**config.mk**
```make
export PLATFORM = sky130hd
export DESIGN_NAME = cc20_back
export DESIGN_NICKNAME = d
export VERILOG_FILES = /design/src/rtl/core/cc20_pkg.sv /design/src/rtl/core/cc20_core.sv /design/src/rtl/core/cc20_back.sv
export SDC_FILE = /design/constraint.sdc
export NUM_CORES = 2
export LEC_CHECK = 0
export BUFFER_PORTS_ARGS = -buffer_cell sky130_fd_sc_hd__clkbuf_2
export CORE_ASPECT_RATIO = 1.5
export CORE_MARGIN = 3
export CORE_UTILIZATION = 40
export DETAILED_ROUTE_END_ITERATION = 8
export MAX_ROUTING_LAYER = met4
export SKIP_CTS_REPAIR_TIMING = 1
export SLEW_MARGIN = 20
export SYNTH_ARGS = -nofsm -noshare
export SYNTH_HDL_FRONTEND = slang
export SYNTH_SLANG_ARGS = --single-unit
```
**constraint.sdc**
```tcl
create_clock -name clock -period 51.4 [get_ports clock]
set_input_delay 2.57 -clock clock [delete_from_list [all_inputs] [get_ports clock]]
set_output_delay 2.57 -clock clock [all_outputs]
set_load 0.005 [all_outputs]
```
**src/rtl/core/cc20_pkg.sv**
```systemverilog
// Shared types, constants and the ChaCha20 quarter-round function.
package cc20_pkg;

   // Configuration register indexes
   localparam int CSR_AW = 3;
   localparam logic [CSR_AW-1:0] CSR_KEY_WORD0     = 3'd0;
   localparam logic [CSR_AW-1:0] CSR_KEY_WORD1     = 3'd1;
   localparam logic [CSR_AW-1:0] CSR_KEY_WORD2     = 3'd2;
   localparam logic [CSR_AW-1:0] CSR_KEY_WORD3     = 3'd3;
   localparam logic [CSR_AW-1:0] CSR_NONCE_LOW     = 3'd4;
   localparam logic [CSR_AW-1:0] CSR_NONCE_HIGH    = 3'd5;
   localparam logic [CSR_AW-1:0] CSR_START_COUNTER = 3'd6;

   localparam int TDATA_W = 72;
   localparam logic [3:0] FULL_COUNT = 4'd8;

   // Input queue
   localparam int Q_DEPTH = 4;
   localparam int Q_AW    = $clog2(Q_DEPTH);

   // Round sequencing: 20 rounds, alternating column and diagonal
   localparam logic [4:0] LAST_ROUND = 5'd19;

   localparam logic [31:0] SIGMA0 = 32'h61707865;
   localparam logic [31:0] SIGMA1 = 32'h3320646e;
   localparam logic [31:0] SIGMA2 = 32'h79622d32;
   localparam logic [31:0] SIGMA3 = 32'h6b206574;

   typedef struct packed {
      logic [63:0] key_word0;
      logic [63:0] key_word1;
      logic [63:0] key_word2;
      logic [63:0] key_word3;
      logic [63:0] nonce_low;
      logic [31:0] nonce_high;
      logic [31:0] start_counter;
   } cfg_type;

   // Classified input word as it sits in the queue
   typedef struct packed {
      logic [63:0] data;
      logic [3:0]  count;
      logic [7:0]  byte_en;
      logic        first;
   } item_type;

   typedef struct packed {
      logic [31:0] a;
      logic [31:0] b;
      logic [31:0] c;
      logic [31:0] d;
   } qr_type;

   typedef logic [15:0][31:0] state_type;
   typedef logic [7:0][63:0]  block_type;

   function automatic qr_type quarter_round(input logic [31:0] a_i, input logic [31:0] b_i,
                                            input logic [31:0] c_i, input logic [31:0] d_i);
      logic [31:0] a, b, c, d;
      qr_type r;
      a = a_i; b = b_i; c = c_i; d = d_i;
      a = a + b; d = d ^ a; d = {d[15:0], d[31:16]};
      c = c + d; b = b ^ c; b = {b[19:0], b[31:20]};
      a = a + b; d = d ^ a; d = {d[23:0], d[31:24]};
      c = c + d; b = b ^ c; b = {b[24:0], b[31:25]};
      r.a = a; r.b = b; r.c = c; r.d = d;
      return r;
   endfunction

   function automatic state_type init_state(input cfg_type cfg, input logic [31:0] ctr);
      state_type s;
      s[0]  = SIGMA0;
      s[1]  = SIGMA1;
      s[2]  = SIGMA2;
      s[3]  = SIGMA3;
      s[4]  = cfg.key_word0[31:0];
      s[5]  = cfg.key_word0[63:32];
      s[6]  = cfg.key_word1[31:0];
      s[7]  = cfg.key_word1[63:32];
      s[8]  = cfg.key_word2[31:0];
      s[9]  = cfg.key_word2[63:32];
      s[10] = cfg.key_word3[31:0];
      s[11] = cfg.key_word3[63:32];
      s[12] = ctr;
      s[13] = cfg.nonce_low[31:0];
      s[14] = cfg.nonce_low[63:32];
      s[15] = cfg.nonce_high;
      return s;
   endfunction

endpackage

```
**src/rtl/core/cc20_core.sv**
```systemverilog
// Iterative ChaCha20 block function: four quarter rounds per cycle, then the feed-forward add.
module cc20_core
   import cc20_pkg::*;
(
   input  logic         clock,
   input  logic         reset,
   input  cfg_type      cfg,
   input  logic         start,
   input  logic [31:0]  ctr,
   output logic         done,
   output block_type    block
);

   typedef enum logic [1:0] {ST_IDLE, ST_ROUND, ST_FINAL} core_state_type;

   core_state_type  state_ff, state_in;
   state_type       x_ff, x_in;
   logic [31:0]     ctr_ff, ctr_in;
   logic [4:0]      round_ff, round_in;
   block_type       blk_ff, blk_in;
   logic            done_ff, done_in;
   state_type       x_round;
   state_type       s_orig;
   logic            diag;

   assign diag   = round_ff[0];
   assign s_orig = init_state(cfg, ctr_ff);
   assign done   = done_ff;
   assign block  = blk_ff;

   // One column or diagonal round; the four lanes are independent
   always_comb begin
      logic [1:0] lane, bl, cl, dl;
      qr_type q;
      x_round = x_ff;
      for (int i = 0; i < 4; i++) begin
         lane = 2'(i);
         bl   = lane + {1'b0, diag};
         cl   = lane + {diag, 1'b0};
         dl   = lane + {diag, diag};
         q = quarter_round(x_ff[{2'b00, lane}], x_ff[{2'b01, bl}],
                           x_ff[{2'b10, cl}], x_ff[{2'b11, dl}]);
         x_round[{2'b00, lane}] = q.a;
         x_round[{2'b01, bl}]   = q.b;
         x_round[{2'b10, cl}]   = q.c;
         x_round[{2'b11, dl}]   = q.d;
      end
   end

   always_comb begin
      state_in = state_ff;
      x_in     = x_ff;
      ctr_in   = ctr_ff;
      round_in = round_ff;
      blk_in   = blk_ff;
      done_in  = 1'b0;
      case (state_ff)
         ST_IDLE: begin
            if (start) begin
               x_in     = init_state(cfg, ctr);
               ctr_in   = ctr;
               round_in = '0;
               state_in = ST_ROUND;
            end
         end
         ST_ROUND: begin
            x_in     = x_round;
            round_in = round_ff + 5'd1;
            if (round_ff == LAST_ROUND) begin
               state_in = ST_FINAL;
            end
         end
         ST_FINAL: begin
            for (int i = 0; i < 8; i++) begin
               blk_in[i] = {x_ff[2*i+1] + s_orig[2*i+1], x_ff[2*i] + s_orig[2*i]};
            end
            done_in  = 1'b1;
            state_in = ST_IDLE;
         end
         default: state_in = ST_IDLE;
      endcase
   end

   always_ff @(posedge clock) begin
      if (reset) begin
         state_ff <= ST_IDLE;
         done_ff  <= 1'b0;
         round_ff <= '0;
      end else begin
         state_ff <= state_in;
         done_ff  <= done_in;
         round_ff <= round_in;
      end
      x_ff   <= x_in;
      ctr_ff <= ctr_in;
      blk_ff <= blk_in;
   end

endmodule

```
**src/rtl/core/cc20_back.sv**
```systemverilog
// Back end: pulls queued words, tracks counter and keystream position, XORs, drives results.
module cc20_back
   import cc20_pkg::*;
(
   input  logic                clock,
   input  logic                reset,
   input  cfg_type             cfg,
   input  logic                q_valid,
   input  item_type            q_item,
   output logic                q_pop,
   output logic                rsp_tvalid,
   input  logic                rsp_tready,
   output logic [TDATA_W-1:0]  rsp_tdata
);

   typedef enum logic [1:0] {ST_IDLE, ST_GEN, ST_EMIT} back_state_type;

   back_state_type  state_ff, state_in;
   item_type        item_ff, item_in;
   logic [31:0]     counter_ff, counter_in;
   logic [2:0]      pos_ff, pos_in;
   logic            ks_valid_ff, ks_valid_in;
   logic            rsp_valid_ff, rsp_valid_in;
   logic [TDATA_W-1:0] rsp_data_ff, rsp_data_in;
   logic            core_start;
   logic [31:0]     gen_ctr;
   logic            core_done;
   block_type       ks_block;
   logic [63:0]     ks_word;
   logic [63:0]     xored;
   logic            out_free;

   cc20_core u_core (
      .clock  (clock),
      .reset  (reset),
      .cfg    (cfg),
      .start  (core_start),
      .ctr    (gen_ctr),
      .done   (core_done),
      .block  (ks_block)
   );

   assign rsp_tvalid = rsp_valid_ff;
   assign rsp_tdata  = rsp_data_ff;
   assign out_free   = !rsp_valid_ff || rsp_tready;
   assign ks_word    = ks_block[pos_ff];
   assign gen_ctr    = q_item.first ? cfg.start_counter : counter_ff;

   always_comb begin
      for (int j = 0; j < 8; j++) begin
         xored[8*j +: 8] = item_ff.byte_en[j] ? (item_ff.data[8*j +: 8] ^ ks_word[8*j +: 8])
                                              : 8'h00;
      end
   end

   always_comb begin
      state_in     = state_ff;
      item_in      = item_ff;
      counter_in   = counter_ff;
      pos_in       = pos_ff;
      ks_valid_in  = ks_valid_ff;
      rsp_valid_in = rsp_valid_ff && !rsp_tready;
      rsp_data_in  = rsp_data_ff;
      q_pop        = 1'b0;
      core_start   = 1'b0;
      case (state_ff)
         ST_IDLE: begin
            if (q_valid) begin
               q_pop   = 1'b1;
               item_in = q_item;
               if (q_item.first) begin
                  pos_in = '0;
               end
               if (q_item.first || !ks_valid_ff) begin
                  core_start  = 1'b1;
                  counter_in  = gen_ctr + 32'd1;
                  ks_valid_in = 1'b0;
                  state_in    = ST_GEN;
               end else begin
                  state_in = ST_EMIT;
               end
            end
         end
         ST_GEN: begin
            if (core_done) begin
               ks_valid_in = 1'b1;
               state_in    = ST_EMIT;
            end
         end
         ST_EMIT: begin
            if (out_free) begin
               rsp_valid_in = 1'b1;
               rsp_data_in  = {4'h0, item_ff.count, xored};
               pos_in       = pos_ff + 3'd1;
               if (pos_ff == 3'd7) begin
                  ks_valid_in = 1'b0;
               end
               state_in = ST_IDLE;
            end
         end
         default: state_in = ST_IDLE;
      endcase
   end

   always_ff @(posedge clock) begin
      if (reset) begin
         state_ff     <= ST_IDLE;
         counter_ff   <= '0;
         pos_ff       <= '0;
         ks_valid_ff  <= 1'b0;
         rsp_valid_ff <= 1'b0;
      end else begin
         state_ff     <= state_in;
         counter_ff   <= counter_in;
         pos_ff       <= pos_in;
         ks_valid_ff  <= ks_valid_in;
         rsp_valid_ff <= rsp_valid_in;
      end
      item_ff     <= item_in;
      rsp_data_ff <= rsp_data_in;
   end

endmodule

```
Word-level counts from Yosys, hierarchy flattened
Index checks and enable logic that the tools add are counted.
{ "totals": {"regBits": 1247, "latch_bits": 0, "mem_bits_rw": 0, "rom_bits": 0, "in_bits": 465, "elab_cells": 277, "memories": 0} }
{ "classes": {"add_sub_neg": 44, "mul": 0, "div": 0, "magnitude_cmp": 25, "eq_ne": 14, "shift": 0, "muxes": 93, "bitwise": 24, "reduce_logical": 32} }
{ "op_table": {"columns": ["cell", "count"], "rows": [
  ["bitwise mux 512 bit", 12],
  ["one-hot mux 512 bit (2 select lines)", 1],
  ["adder 32 bit", 28],
  ["2-to-1 mux 32 bit", 28],
  ["binary-select mux 32 bit (select 2 bit)", 9],
  ["demux 32 bit (select 2 bit)", 9],
  ["2-to-1 mux 512 bit", 1],
  ["XOR 32 bit", 16],
  ["binary-select mux 64 bit (select 3 bit)", 1],
  ["adder 32 x 31 -> 32 bit (second input constant)", 3],
  ["demux 32 bit (select 1 bit)", 3],
  ["2-to-1 mux 64 bit", 1],
  ["XOR 8 bit", 8],
  ["less-than comparator 4 x 5 -> 1 bit (second input constant)", 8],
  ["adder 32 x 1 -> 32 bit (second input constant)", 1],
  ["adder 32 x 30 -> 32 bit (second input constant)", 1],
  ["greater-or-equal comparator 4 x 1 -> 1 bit (second input constant)", 8],
  ["less-than comparator 3 x 5 -> 1 bit (second input constant)", 4],
  ["logical AND 1 bit", 13],
  ["2-to-1 mux 1 bit", 13],
  ["greater-or-equal comparator 3 x 1 -> 1 bit (second input constant)", 4],
  ["2-to-1 mux 2 bit", 6],
  ["inequality test 2 bit (second input constant)", 6],
  ["one-hot mux 5 bit (2 select lines)", 1],
  ["other kinds (27)", 47]
]} }

Logic depth before layout (Yosys ltp)
{ "depth": {"depth_word": 23, "depth_mapped": 74, "depth_no_buf": 69} }

Cells and area by module
From an unflattened synthesis, not the netlist that was laid out.
{ "hier_totals": {"hier_cells": 10470, "hier_area_um2": 103504.3} }
{ "by_module_without_submodules": {"columns": ["module", "n_inst", "cells_each", "area_each_um2", "seq_area_each_um2"], "rows": [
  ["cc20_core", 1, 9588, 91482.7, 31870.6],
  ["cc20_back", 1, 882, 12021.5, 5104.9]
]} }

Least setup slack after synthesis
No wires, ideal clock.
{ "synth_timing": {"path_kind": "reg2reg", "start": "reg u_core.state_ff[0]", "end": "reg u_core.blk_ff (netlist bit u_core.block[0]), enable pin", "setup_ns": 1.462, "t_arrival_ns": 22.884, "setup_slack_ns": 27.053, "stages_incl_launch_ff": 2, "path_buffers": 0, "synth_period_minus_slack_ns": 24.347, "path_cell_list": "dfxtp_1 nor2b_1"} }
{ "synth_between": {"elab_chain_len": 1} }
{ "synth_rtl": {"columns": ["item", "line_no", "source"], "rows": [
  ["start: declaration", "cc20_core.sv:16", "core_state_type state_ff, state_in;"],
  ["start signal: assignment", "cc20_core.sv:90", "state_ff <= state_in;"],
  ["== test 2 bit", "cc20_core.sv:57", "case (state_ff)"],
  ["end signal: assignment", "cc20_core.sv:96", "blk_ff <= blk_in;"],
  ["end: declaration", "cc20_core.sv:20", "block_type blk_ff, blk_in;"]
]} }
Every way passes these cells.
A chain may end at the register's enable or synchronous reset.

==> flow_summary.toml <==
[timing]
tns_ns = 0
finalHoldViolCount = 0
worst_slew_pin_slew_ns = 1.38
fmax_mhz = 50.2
setup_viol = 0
max-slew-margin-rel_pct = 8.24
finalMaxSlewViolations = 0
fin_skew_ns = 0.0792
period_needed_ns = 19.94
period_share_pct = 38.8
hold_ws_ns = 0.418
rsz0062_at_grt = "false"

[yosys]
synthArstFlopShare_pct = 0
synthFlopType = "edfxtp_1"
syn_inst = 10329
ys_seq_area_share_pct = 36.1
synth-seq-cells = 1247
synth_area_per_cell_sq_um = 9.90
netlist_area_sq_mm = 0.102
synth_cell_types = 92
synth_edf_count = 1200
yosys_warnings = 0

[critical_path]
slowest_delay_ns = 0.95
cp.arrival_ns = 20.50
setup.worst_path.class = "reg -> reg"
slowest_stage = "mux2i_1"
path_max_fanout = 49
setup.worst_path.start_class = "register"
end_kind = "register"
critPathRequiredTime_ns = 51.96

[grt]
antenna_found_initial = 105
grt_overflow = 0
grt_pass1_vias = 93353
grt_pass1_wl_um = 902000
grtUsageTotal_pct = 53.8
grt_max_degree = 127

[placed_design]
placed_area_sq_mm = 0.111
place_inst = 14136
portBuffers = 534
dpl.hpwl_um = 584000
gp_congestion = 1.25

[detailed_routing]
firstDrtPassIters = 8
drt_iter0_markers = 15641
drc_errors = 0
wirelength_um = 696000
postRouteAntennaNets = 0
wl_per_cell_um = 48.0
vias_per_cell = 6.79
via_count = 98521

[final_layout]
final_cells = 14501
nets = 12352
layout-drive-gt1-share_pct = 14.9
area_growth_pct = 13.9
fin_area_sq_mm = 0.116

[cts]
insertion_delay_ns = 0.91
cts-buffers-inserted = 150
clkTransAtPathRegs_ns = 0.06
cts_root_buffer = "clkbuf_16"
cts_tree = "done"
clk_path_buf_depth = 4
clock_sinks = 1247
h-tree-depth = 4

[flow_run]
cap_viol_max_count = 0

[floorplan]
die_area_sq_mm = 0.262
core_sq_mm = 0.254
dieHeight_um = 625
start_util_pct = 40.3
rows = 226
die_w_um = 419
boundaryPins = 539

[hold_path]
hp-class = "reg -> reg"

[status]
status = "complete, no violations"
layout make-up:
type	count	area (sq um)
Inverter	453	1720
Clock inverter	92	973
Multi-Input combinational cell	8345	63800
Fill cell	24128	137000
Clock buffer	171	3910
Tap cell	3306	4140
Timing Repair Buffer	790	4690
Sequential cell	1247	37000
Antenna cell	97	243
routing by layer:
| metal | wire length (um) | share of wire (%) | global-route usage [%] |
|---|---|---|---|
| met1 | 213000 | 31 | 51.7 |
| met2 | 299000 | 43 | 79.0 |
| met3 | 71800 | 10 | 17.2 |
| met4 | 112000 | 16 | 64.0 |
| met5 | 0 | 0 | - |
synth_stat cells, drive strengths merged, types with 82 or more instances:
library cell	instances	share of area [%]
nor3	212	1.0
a21oi	794	3.9
mux2	227	2.5
xnor2	1039	8.9
clkbuf	211	0.77
o21bai	95	0.70
a31oi	99	0.61
mux2i	391	3.8
and2	169	1.0
nand2b	160	0.98
inv	453	1.7
xor2	472	4.0
o21a	95	0.70
a21o	318	2.3
o21ai	661	3.2
mux4	128	2.8
nand3	182	0.90
and3	82	0.50
nor2	726	2.7
edfxtp	1200	35
nand2	771	2.8
ha	872	11
cell usage in the layout, fill, tap and decap left out, types with 29 or more instances in the layout:
| cell | count |
|---|---|
| edfxtp_1 | 1200 |
| xnor2_1 | 948 |
| nand3_1 | 180 |
| a211oi_1 | 65 |
| a21boi_0 | 57 |
| a21o_1 | 318 |
| o31a_1 | 29 |
| dfxtp_1 | 43 |
| diode_2 | 97 |
| clkbuf_16 | 152 |
| and2_1 | 168 |
| or3_1 | 70 |
| or2_2 | 58 |
| o31ai_1 | 55 |
| clkbuf_2 | 534 |
| nor2_1 | 724 |
| a31oi_1 | 99 |
| mux2_2 | 227 |
| o21ai_0 | 654 |
| a211o_1 | 35 |
| o21bai_1 | 95 |
| a21oi_1 | 794 |
| xor2_1 | 430 |
| a31o_2 | 33 |
| inv_1 | 450 |
| xor2_2 | 39 |
| nor2b_1 | 73 |
| ha_1 | 872 |
| mux4_2 | 128 |
| nand4_1 | 40 |
| nor3_1 | 211 |
| nand2b_1 | 159 |
| and3_1 | 82 |
| xnor2_2 | 82 |
| mux2i_1 | 370 |
| nand2_1 | 770 |
| buf_4 | 243 |
| o211ai_1 | 43 |
| o21a_1 | 95 |
path summary, 6_finish.rpt:
check	from	end	slack (ns)	depth (start not counted)
max	u_core.round_ff[0]$_SDFFE_PP0P_	u_core.x_ff[132]$_DFFE_PP_	31.46	68
min	item_ff[12]$_DFFE_PP_	rsp_tdata[67]$_DFFE_PP_	0.42	0
max reg2reg	u_core.round_ff[0]$_SDFFE_PP0P_	u_core.x_ff[132]$_DFFE_PP_	31.46	68
min reg2reg	item_ff[12]$_DFFE_PP_	rsp_tdata[67]$_DFFE_PP_	0.42	0
logic make-up (layout without fill, tap and decap cells):
kind of cell    Yosys count  count (layout)  share of synthesized area [%]
xor+xnor               1530            1530                           13.4
buf+inv                 740            1506                           2.74
simple gates           2623            2623                           12.0
compound gates         2541            2541                           15.3
flops                  1247            1247                           36.1
mux                     746             746                           9.14
fa+ha+maj               901             901                           11.2
other cells               1             101                        0.00367
metrics by stage:
stage	utilization [%]	setup WS, ns
after global placement	43.6	31.26
after CTS	45.7	32.17
final	45.9	31.46
after detailed placement	43.8	32.22
after global routing	45.9	31.17
after floorplan	-	27.05
flip-flops by register name, summed over array words and instances (netlist names):
signal / cells
u_core.block: 512
u_core.x_ff: 512
item_ff: 76
rsp_tdata: 68
counter_ff: 32
u_core.ctr_ff: 32
u_core.round_ff: 5
pos_ff: 3
state_ff: 2
u_core.state_ff: 2
ks_valid_ff: 1
rsp_tvalid: 1
u_core.done: 1
worst max-delay path, delay by kind of cell, from the launching register on:
| family | cells | cell delay [ns] |
|---|---|---|
| DFF | 1 | 0.69 |
| adders and majority gates | 4 | 1.51 |
| AOI/OAI and AO/OA | 38 | 10.17 |
| and+or+nand+nor | 11 | 1.48 |
| buffers and inverters | 5 | 1.29 |
| muxes | 1 | 0.95 |
| xor gates and xnor gates | 9 | 3.43 |
Power is not shown: default switching activity piles up to over one toggle a cycle in this logic, so the estimate is an artifact.
