## src/rtl/core/cc20_pkg.sv

```systemverilog
// Shared types, constants and the ChaCha20 quarter-round function.
package cc20_pkg;

   // Configuration register indexes
   localparam int CSR_AW = 3;
   localparam logic [CSR_AW-1:0] CSR_KEY_WORD0     = 3'd0;
   localparam logic [CSR_AW-1:0] CSR_KEY_WORD1     = 3'd1;
   localparam logic [CSR_AW-1:0] CSR_KEY_WORD2     = 3'd2;
   localparam logic [CSR_AW-1:0] CSR_KEY_WORD3     = 3'd3;
   localparam logic [CSR_AW-1:0] CSR_NONCE_LOW     = 3'd4;
   localparam logic [CSR_AW-1:0] CSR_NONCE_HIGH    = 3'd5;
   localparam logic [CSR_AW-1:0] CSR_START_COUNTER = 3'd6;

   localparam int TDATA_W = 72;
   localparam logic [3:0] FULL_COUNT = 4'd8;

   // Input queue
   localparam int Q_DEPTH = 4;
   localparam int Q_AW    = $clog2(Q_DEPTH);

   // Round sequencing: 20 rounds, alternating column and diagonal
   localparam logic [4:0] LAST_ROUND = 5'd19;

   localparam logic [31:0] SIGMA0 = 32'h61707865;
   localparam logic [31:0] SIGMA1 = 32'h3320646e;
   localparam logic [31:0] SIGMA2 = 32'h79622d32;
   localparam logic [31:0] SIGMA3 = 32'h6b206574;

   typedef struct packed {
      logic [63:0] key_word0;
      logic [63:0] key_word1;
      logic [63:0] key_word2;
      logic [63:0] key_word3;
      logic [63:0] nonce_low;
      logic [31:0] nonce_high;
      logic [31:0] start_counter;
   } cfg_type;

   // Classified input word as it sits in the queue
   typedef struct packed {
      logic [63:0] data;
      logic [3:0]  count;
      logic [7:0]  byte_en;
      logic        first;
   } item_type;

   typedef struct packed {
      logic [31:0] a;
      logic [31:0] b;
      logic [31:0] c;
      logic [31:0] d;
   } qr_type;

   typedef logic [15:0][31:0] state_type;
   typedef logic [7:0][63:0]  block_type;

   function automatic qr_type quarter_round(input logic [31:0] a_i, input logic [31:0] b_i,
                                            input logic [31:0] c_i, input logic [31:0] d_i);
      logic [31:0] a, b, c, d;
      qr_type r;
      a = a_i; b = b_i; c = c_i; d = d_i;
      a = a + b; d = d ^ a; d = {d[15:0], d[31:16]};
      c = c + d; b = b ^ c; b = {b[19:0], b[31:20]};
      a = a + b; d = d ^ a; d = {d[23:0], d[31:24]};
      c = c + d; b = b ^ c; b = {b[24:0], b[31:25]};
      r.a = a; r.b = b; r.c = c; r.d = d;
      return r;
   endfunction

   function automatic state_type init_state(input cfg_type cfg, input logic [31:0] ctr);
      state_type s;
      s[0]  = SIGMA0;
      s[1]  = SIGMA1;
      s[2]  = SIGMA2;
      s[3]  = SIGMA3;
      s[4]  = cfg.key_word0[31:0];
      s[5]  = cfg.key_word0[63:32];
      s[6]  = cfg.key_word1[31:0];
      s[7]  = cfg.key_word1[63:32];
      s[8]  = cfg.key_word2[31:0];
      s[9]  = cfg.key_word2[63:32];
      s[10] = cfg.key_word3[31:0];
      s[11] = cfg.key_word3[63:32];
      s[12] = ctr;
      s[13] = cfg.nonce_low[31:0];
      s[14] = cfg.nonce_low[63:32];
      s[15] = cfg.nonce_high;
      return s;
   endfunction

endpackage

```

## src/rtl/core/cc20_front.sv

```systemverilog
// Input side: accepts message words, clamps the byte count, builds byte enables, queues.
module cc20_front
   import cc20_pkg::*;
(
   input  logic                clock,
   input  logic                reset,
   input  logic                req_tvalid,
   output logic                req_tready,
   input  logic [TDATA_W-1:0]  req_tdata,
   input  logic                req_tuser,
   output logic                q_valid,
   output item_type            q_item,
   input  logic                q_pop
);

   item_type           mem_ff [Q_DEPTH];
   logic [Q_AW-1:0]    wr_ptr_ff, wr_ptr_in;
   logic [Q_AW-1:0]    rd_ptr_ff, rd_ptr_in;
   logic [Q_AW:0]      fill_ff, fill_in;
   item_type           new_item;
   logic               push;
   logic               pop;
   logic [3:0]         raw_count;

   assign req_tready = (fill_ff != (Q_AW+1)'(Q_DEPTH));
   assign push       = req_tvalid && req_tready;
   assign q_valid    = (fill_ff != '0);
   assign pop        = q_pop && q_valid;
   assign q_item     = mem_ff[rd_ptr_ff];
   assign raw_count  = req_tdata[67:64];

   always_comb begin
      new_item.data  = req_tdata[63:0];
      new_item.first = req_tuser;
      new_item.count = (raw_count > FULL_COUNT) ? FULL_COUNT : raw_count;
      for (int j = 0; j < 8; j++) begin
         new_item.byte_en[j] = (4'(j) < new_item.count);
      end
   end

   always_comb begin
      wr_ptr_in = push ? wr_ptr_ff + Q_AW'(1) : wr_ptr_ff;
      rd_ptr_in = pop  ? rd_ptr_ff + Q_AW'(1) : rd_ptr_ff;
      fill_in   = fill_ff + (Q_AW+1)'(push) - (Q_AW+1)'(pop);
   end

   always_ff @(posedge clock) begin
      if (reset) begin
         wr_ptr_ff <= '0;
         rd_ptr_ff <= '0;
         fill_ff   <= '0;
      end else begin
         wr_ptr_ff <= wr_ptr_in;
         rd_ptr_ff <= rd_ptr_in;
         fill_ff   <= fill_in;
      end
   end

   always_ff @(posedge clock) begin
      if (push) begin
         mem_ff[wr_ptr_ff] <= new_item;
      end
   end

endmodule

```

## config.mk

```make
export PLATFORM = sky130hd
export DESIGN_NAME = cc20_front
export DESIGN_NICKNAME = d
export VERILOG_FILES = /design/src/rtl/core/cc20_pkg.sv /design/src/rtl/core/cc20_front.sv
export SDC_FILE = /design/constraint.sdc
export NUM_CORES = 1
export LEC_CHECK = 0
export ABC_AREA = 1
export BUFFER_PORTS_ARGS = -buffer_cell sky130_fd_sc_hd__buf_4
export CORE_ASPECT_RATIO = 0.9
export CORE_MARGIN = 3
export CORE_UTILIZATION = 31
export CTS_CLUSTER_DIAMETER = 50
export CTS_CLUSTER_SIZE = 25
export DETAILED_ROUTE_END_ITERATION = 10
export PLACE_DENSITY = 0.52
export SLEW_MARGIN = 15
export SYNTH_ARGS = -nofsm -noshare
export SYNTH_HDL_FRONTEND = slang
export SYNTH_SLANG_ARGS = --single-unit
export TNS_END_PERCENT = 100
```

## constraint.sdc

```tcl
create_clock -name clock -period 10.38 [get_ports clock]
set_clock_uncertainty 0.05 [all_clocks]
set_input_delay 1.557 -clock clock [delete_from_list [all_inputs] [get_ports clock]]
set_output_delay 1.557 -clock clock [all_outputs]
set_load 0.02 [all_outputs]
```

Yosys cells after proc, flatten, opt, wreduce, memory -nomap -nowiden
Memories as Yosys holds them, arrays and structs flattened. A register that Yosys moved wholly into a read port is not among the register bits.
Index checks and enable logic that the tools add are counted.
Word-level totals
  bits of input ports: 77
  memories kept: 1
  memory bits (read-only): 0
  bits in writable memories: 308
  register bits after elaboration: 7
  logic and storage cells: 26
  output and inout port bits: 79
  bits in latches: 0
Memory list
  mem_ff: depth 4, width 77, read ports 1, clocked after Yosys merged registers in 1, wr ports 1, RTL line cc20_front.sv:16  | item_type mem_ff [Q_DEPTH];
Operators by class
  order comparisons: 9
  reductions and logical operators: 3
  add/sub/neg operators: 4
  bitwise gates (word level): 0
  multiplexer cells: 5
  shift-type cells: 0
  multipliers: 0
  eq/ne operators: 1
  divide/modulo/power cells: 0
Operator list (count)
  3-bit by 4-bit less-than comparator with 1-bit output (first input constant): 4
  1-bit by 4-bit less-than comparator with 1-bit output (first input constant): 2
  2-bit by 4-bit less-than comparator with 1-bit output (first input constant): 2
  2-bit by 1-bit adder with 2-bit output (second input constant): 2
  4-bit > comparator (second input constant): 1
  2-bit 2-to-1 mux: 2
  4-bit 2-to-1 mux: 1
  3-bit by 1-bit adder with 3-bit output: 1
  3-bit != test (second input constant): 1
  3-bit nonzero test: 1
  3-bit by 1-bit subtractor with 3-bit output: 1
  1-bit logical AND: 2
  1-bit 2-to-1 mux: 2

Longest topological paths before layout
Gate-level depths: netlist of run 1.
  word-level depth: 4
  mapped depth: 12
  mapped depth without buffers: 12

Worst setup path before layout of run 1
Ideal clock, no wire load.
  path kind: input port to flip-flop
  start: input req_tvalid
  end: memory mem_ff[0][0] (netlist bit), enable pin
  required time: 9.819 ns
  setup time: 0.511 ns
  arrival: 4.889 ns
  stages: 2
  slack: 4.930 ns
  path buffers: 0
  path through: nand2_1 nor2_1
On the way
  cells in the longest elaborated chain, start to end: 3
Ends and longest elaborated chain
  start, declared: RTL line cc20_front.sv:7  | input logic req_tvalid,
  1-bit logical AND: RTL line cc20_front.sv:26  | assign push = req_tvalid && req_tready;
  1-bit 2-to-1 mux: RTL line cc20_front.sv:60  | if (push) begin
  1-bit 2-to-1 mux (not written as such): RTL line cc20_front.sv:61  | mem_ff[wr_ptr_ff] <= new_item;
  end, declared: RTL line cc20_front.sv:16
Every way passes these cells.

==> impl_metrics.env, run 1 <==
export IMPL_synthDominantCellAreaShare_pct=76.4
export IMPL_first_pass_iters=4
export IMPL_antenna_violating_nets_post_route=0
export IMPL_post_synth_inst_count=821
export IMPL_clk_root_buffer_cell="clkbuf_16"
export IMPL_ant_diodes=0
export IMPL_initial_core_utilization_pct=31.8
export IMPL_drt_iter0_drc=443
export IMPL_netlist_top_cell_by_area="edfxtp_1"
export IMPL_worst_slew_pin_slew_ns=1.02
export IMPL_total_leakage_power_nw=4.94
export IMPL_detail_route_wl_per_cell_um=18.1
export IMPL_internal_power_w=0.00246
export IMPL_final_setup_worst_slack_ns=5.83
export IMPL_insertion_delay_ns=0.57
export IMPL_global_route_overflow_total=0
export IMPL_timing_final_setup_violations=0
export IMPL_fp_dieW_um=213
export IMPL_worstPathRequired_ns=8.77
export IMPL_post_route_util_pct=38.3
export IMPL_maxSlewHeadroom_pct=31.9
export IMPL_detailedPlacementHpwl_um=13700
export IMPL_power_frac_seq_pct=43.5
export IMPL_crit_type="flip-flop to primary output"
export IMPL_finalNetCount=1046
export IMPL_powerDensity_nw_per_um2=251
export IMPL_grt_antenna_before_repair=0
export IMPL_clock_pin_transition_on_the_worst_setup_and_hold_timing_paths_ns=0.07
export IMPL_grt_total_usage_pct=12.9
export IMPL_post_route_cells_drive_above_1_share_pct=24.2
export IMPL_setup_tns_ns=0
export IMPL_maxcap_violations=0
export IMPL_syn_cell_area_um2=12000
export IMPL_place_port_buffers=151
export IMPL_cts_setup_buffers=0
export IMPL_status="finished clean"
export IMPL_finalHoldWorstSlack_ns=0.456
export IMPL_async_flop_share_pct=0
export IMPL_hold_path_class="flip-flop to flip-flop"
export IMPL_finalCritPeriodShare_pct=43.9
export IMPL_slew_viol_final=0
export IMPL_die_area_um2=41000
export IMPL_synth_main_ff_cell="edfxtp_1"
export IMPL_p_clk_share_pct=30.5
export IMPL_place_congestion=0.689
export IMPL_global_route_wire_length_before_repair_um=40800
export IMPL_ys_seq_area_share_pct=77.9
export IMPL_cts_buffer_count=31
export IMPL_grt_max_degree=153
export IMPL_timing_hold_violations_final=0
export IMPL_layout_area_overhead_vs_synth_pct=20.6
export IMPL_synth_top_cells_by_area="edfxtp_1, o21ai_0, nor2_1"
export IMPL_io_pins=156
export IMPL_final_cell_mix="edfxtp_1, buf_4, o21ai_0"
export IMPL_core_region_area_um2=37600
export IMPL_num_vias=6948
export IMPL_synth_edf_count=304
export IMPL_timing_fmax_ghz=0.220
export IMPL_tritoncts_num_sinks=313
export IMPL_route_detailed_drc=0
export IMPL_power_switching_fraction_pct=32.1
export IMPL_post_route_min_period_ns=4.55
export IMPL_number_of_global_route_vias_before_repair=6882
export IMPL_ctsHoldBuffers=0
export IMPL_ys_seq_elements=313
export IMPL_psw_w=0.00116
export IMPL_die_h_um=192
export IMPL_synth_avg_cell_area_um2=14.6
export IMPL_report_power_total_w=0.00362
export IMPL_critPathCaptureType="primary output"
export IMPL_tritoncts="done"
export IMPL_cts_resized_gates=0
export IMPL_routed_wirelength_um=26500
export IMPL_vdd_ir_drop_max_mv=0.142
export IMPL_regToRegSetupSlack_ns=7.26
export IMPL_critical_path_peak_fanout=87
export IMPL_detail_route_vias_per_cell=4.74
export IMPL_cts_htree_levels=1
export IMPL_place_ws_ns=6.16
export IMPL_share_of_total_power_in_combinational_logic_pct=26.0
export IMPL_syn_nets=905
export IMPL_critical_path_startpoint_type="flip-flop"
export IMPL_std_cell_rows=67
export IMPL_max_clock_path_buffers=3
export IMPL_worst_endpoint_arrival_ns=2.95
export IMPL_netlist_cell_type_count=25
export IMPL_ys_warn_count=0
export IMPL_final_common_cell="edfxtp_1"
export IMPL_rsz0062_at_grt="no"
==> cell usage after synthesis (2+ instances only) <==
master,n
nor2_2,16
buf_4,8
inv_1,20
ha_1,6
o21ai_0,150
buf_12,2
buf_2,8
nand2_1,20
o22ai_2,5
clkbuf_2,7
dfxtp_1,9
buf_8,7
o21ai_1,4
nor2_1,152
o22ai_1,71
buf_6,4
clkbuf_1,14
a21oi_1,4
edfxtp_1,304
nand3_1,5
==> metal layers <==
metal / GRT usage (%) / share of wire, %
met1: 17.2 / 45
met2: 21.0 / 47
met3: 3.53 / 6.3
met4: 3.10 / 2.1
met5: 0 / 0
==> flip-flops by register name (all words and copies together), names as in the netlist, named ones only <==
register / cells
mem_ff: 304
fill_ff: 3
rd_ptr_ff: 2
wr_ptr_ff: 2
==> logic make-up after synthesis <==
logic type      share of synthesized area [%]
fa+ha+maj                               0.795
simple gates                             6.45
compound gates                           10.9
flops                                    77.9
buf+inv                                  3.98
==> power by group through the flow <==
stage	sequential [W]	combinational [W]	clock (W)
final	0.00157	0.000939	0.00110
after global routing	0.00159	0.00104	0.00119
after CTS	0.00158	0.000964	0.00114
after detailed placement	0.00160	0.000962	0
after global placement	0.00160	0.000958	0
after floorplan	0.00159	0.000616	0
==> path summary, 6_finish.rpt <==
path	cells past startpoint	start	end
max	4	flip-flop	q_item[37]
min	2	wr_ptr_ff[0]$_SDFFE_PP0P_	wr_ptr_ff[0]$_SDFFE_PP0P_
max reg2reg	5	fill_ff[1]$_SDFF_PP0_	mem_ff[0][51]$_DFFE_PP_
min reg2reg	2	wr_ptr_ff[0]$_SDFFE_PP0P_	wr_ptr_ff[0]$_SDFFE_PP0P_
==> metrics by stage <==
step                area [um2]  std cells
CTS                      14400       1467
global placement         13400       1412
global route             14400       1467
floorplan                12000        821
detailed placement       13400       1412
finish                   14400       1467
==> worst max-delay path, stage by stage, from the launching register on <==
cell	delay [ns]
dfxtp_4	0.82
buf_4	0.79
o21ai_0	0.22
o22ai_1	0.27
buf_4	0.19
==> final cells by class <==
class                   count  area [um2]
clock buffers              35         791
inverters                  22        91.3
well taps                 483         604
fillers                  3534       23200
repair buffers            159        1190
multi-input cells         435        2200
clock inverters            20         223
flip-flops and latches    313        9310
No activity file was read; power rests on OpenSTA's default activity.
==> run 2, diff against run 1 <==
Clock period 10.38 ns to 4.5 ns, I/O delays scaled along.
==> impl_metrics.env, run 2 (synthesis results as in run 1) <==
export IMPL_globalRoute_busiestLayer="met2"
export IMPL_vdd_ir_drop_max_mv=0.383
export IMPL_post_layout_nonfiller_instances=1479
export IMPL_final_common_cell="edfxtp_1"
export IMPL_post_route_min_period_ns=3.00
export IMPL_place_port_buffers=151
export IMPL_first_pass_iters=4
export IMPL_final_cell_mix="edfxtp_1, buf_4, o21ai_0"
export IMPL_detailedPlacementHpwl_um=14000
export IMPL_antenna_violating_nets_post_route=0
export IMPL_maxSlewHeadroom_pct=36.9
export IMPL_powerDensity_nw_per_um2=594
export IMPL_min_to="mem_ff[3][15]$_DFFE_PP_"
export IMPL_tritoncts_num_sinks=313
export IMPL_regMostFlops="mem_ff"
export IMPL_critical_path_startpoint_type="flip-flop"
export IMPL_cts_resized_gates=0
export IMPL_hp_start="req_tdata[2]"
export IMPL_critical_path_peak_fanout=76
export IMPL_initial_core_utilization_pct=31.8
export IMPL_global_route_wire_length_before_repair_um=40400
export IMPL_crit_type="flip-flop to primary output"
export IMPL_detail_route_wl_per_cell_um=17.9
export IMPL_grt_total_usage_pct=12.8
export IMPL_fp_dieW_um=213
export IMPL_io_pins=156
export IMPL_fillerInstances=3555
export IMPL_dp_cells=1417
export IMPL_core_region_area_um2=37600
export IMPL_layout_area_overhead_vs_synth_pct=22.5
export IMPL_maxcap_violations=0
export IMPL_slew_viol_final=0
export IMPL_ctsHoldBuffers=0
export IMPL_regToRegSetupSlack_ns=2.24
export IMPL_r2r_worst_path_cells=10
export IMPL_number_of_global_route_vias_before_repair=6962
export IMPL_num_vias=6985
export IMPL_hold_path_depth=1
export IMPL_timing_fmax_ghz=0.333
export IMPL_grt_max_degree=153
export IMPL_std_cell_rows=67
export IMPL_clock_pin_transition_on_the_worst_setup_and_hold_timing_paths_ns=0.07
export IMPL_total_leakage_power_nw=5.05
export IMPL_routed_wirelength_um=26400
export IMPL_regToRegEndpoint="fill_ff[2]$_SDFF_PP0_"
export IMPL_worstPathRequired_ns=3.77
export IMPL_met3_usage_pct=3.71
export IMPL_met1_usage_pct=16.7
export IMPL_largest_reg_flops=304
export IMPL_layout_cell_area_non_filler_um2=14600
export IMPL_insertion_delay_ns=0.52
export IMPL_ant_diodes=0
export IMPL_post_route_cells_drive_above_1_share_pct=25.0
export IMPL_route_detailed_drc=0
export IMPL_global_route_overflow_total=0
export IMPL_critPathCaptureType="primary output"
export IMPL_hold_path_class="input port to flip-flop"
export IMPL_die_area_um2=41000
export IMPL_worst_slew_pin_slew_ns=0.946
export IMPL_status="finished clean"
export IMPL_cts_setup_buffers=0
export IMPL_clk_root_buffer_cell="clkbuf_16"
export IMPL_finalNetCount=1054
export IMPL_rsz0062_at_grt="no"
export IMPL_layout_top_registers="mem_ff: 304 flops, fill_ff: 3 flops"
export IMPL_tritoncts="done"
export IMPL_detail_route_vias_per_cell=4.72
export IMPL_die_h_um=192
export IMPL_placed_cell_area_um2=13500
export IMPL_timing_final_setup_violations=0
export IMPL_timing_hold_violations_final=0
export IMPL_report_power_total_w=0.00870
export IMPL_critical_path_reg2reg_startpoint="fill_ff[1]$_SDFF_PP0_"
export IMPL_cts_buffer_count=34
export IMPL_finalCritPeriodShare_pct=66.7
export IMPL_worst_endpoint_arrival_ns=2.28
export IMPL_place_congestion=0.695
export IMPL_drt_iter0_drc=301
export IMPL_grt_antenna_before_repair=0
export IMPL_use_met2_pct=20.7
export IMPL_max_clock_path_buffers=3
export IMPL_cts_htree_levels=2
## run 2: changes by cell type in the layout (fill, tap and decap cells not counted), sizes merged
cell      change
bufinv        +1
inv           -1
buf           +5
clkinvlp      -1
clkinv        +3
clkbuf        +5
## run 2: worst max path at each step
stage | from | end | slack, ns | depth (start not counted)
global placement | flip-flop | q_item[8] | 1.99 | 4
floorplan | fill_ff[1]$_SDFF_PP0_ | mem_ff[0][0]$_DFFE_PP_ | -0.11 | 4
global route | flip-flop | q_item[53] | 1.31 | 4
detailed placement | flip-flop | q_item[8] | 1.97 | 4
CTS | flip-flop | q_item[8] | 1.40 | 4
finish | flip-flop | q_item[8] | 1.50 | 4
## run 2: power breakdown
group          total [W]  internal [W]  switching [W]
logic            0.00223      0.000756        0.00148
registers        0.00358       0.00351      0.0000656
clock network    0.00289       0.00170        0.00118
total            0.00870       0.00597        0.00273
## run 2: critical path, stage by stage, from the launching register on
cell,delay [ns]
dfxtp_2,0.33
buf_4,0.70
o21ai_0,0.21
o22ai_1,0.28
buf_4,0.19
## run 2: layer usage
metal	vias up	wire length, um	share of wire, %
met4	0	602	2.3
met1	3439	11900	45
met5	-	0	0
met3	41	1650	6.2
li1	3361	-	-
met2	144	12300	47
## run 2: per-stage QoR
step / utilization (%) / setup slack, ns / setup TNS, ns / hold WS (ns)
3_3_place_gp: 35.7 / 1.99 / 0 / 0.432
3_5_place_dp: 35.7 / 1.97 / 0 / 0.446
5_1_grt: 38.9 / 1.31 / 0 / 0.273
4_1_cts: 38.9 / 1.40 / 0 / 0.265
2_1_floorplan: - / -0.109 / -33.14 / 0.409
6_report: 38.9 / 1.50 / 0 / 0.302
## run 2: area by class of cell
class / instances / area, um2 / area share [%]
Clock buffer: 40 / 937 / 6.40
Multi-Input combinational cell: 435 / 2200 / 15.0
Tap cell: 483 / 604 / 4.13
Timing Repair Buffer: 164 / 1240 / 8.49
Clock inverter: 22 / 251 / 1.72
Inverter: 22 / 90.1 / 0.615
Sequential cell: 313 / 9310 / 63.6
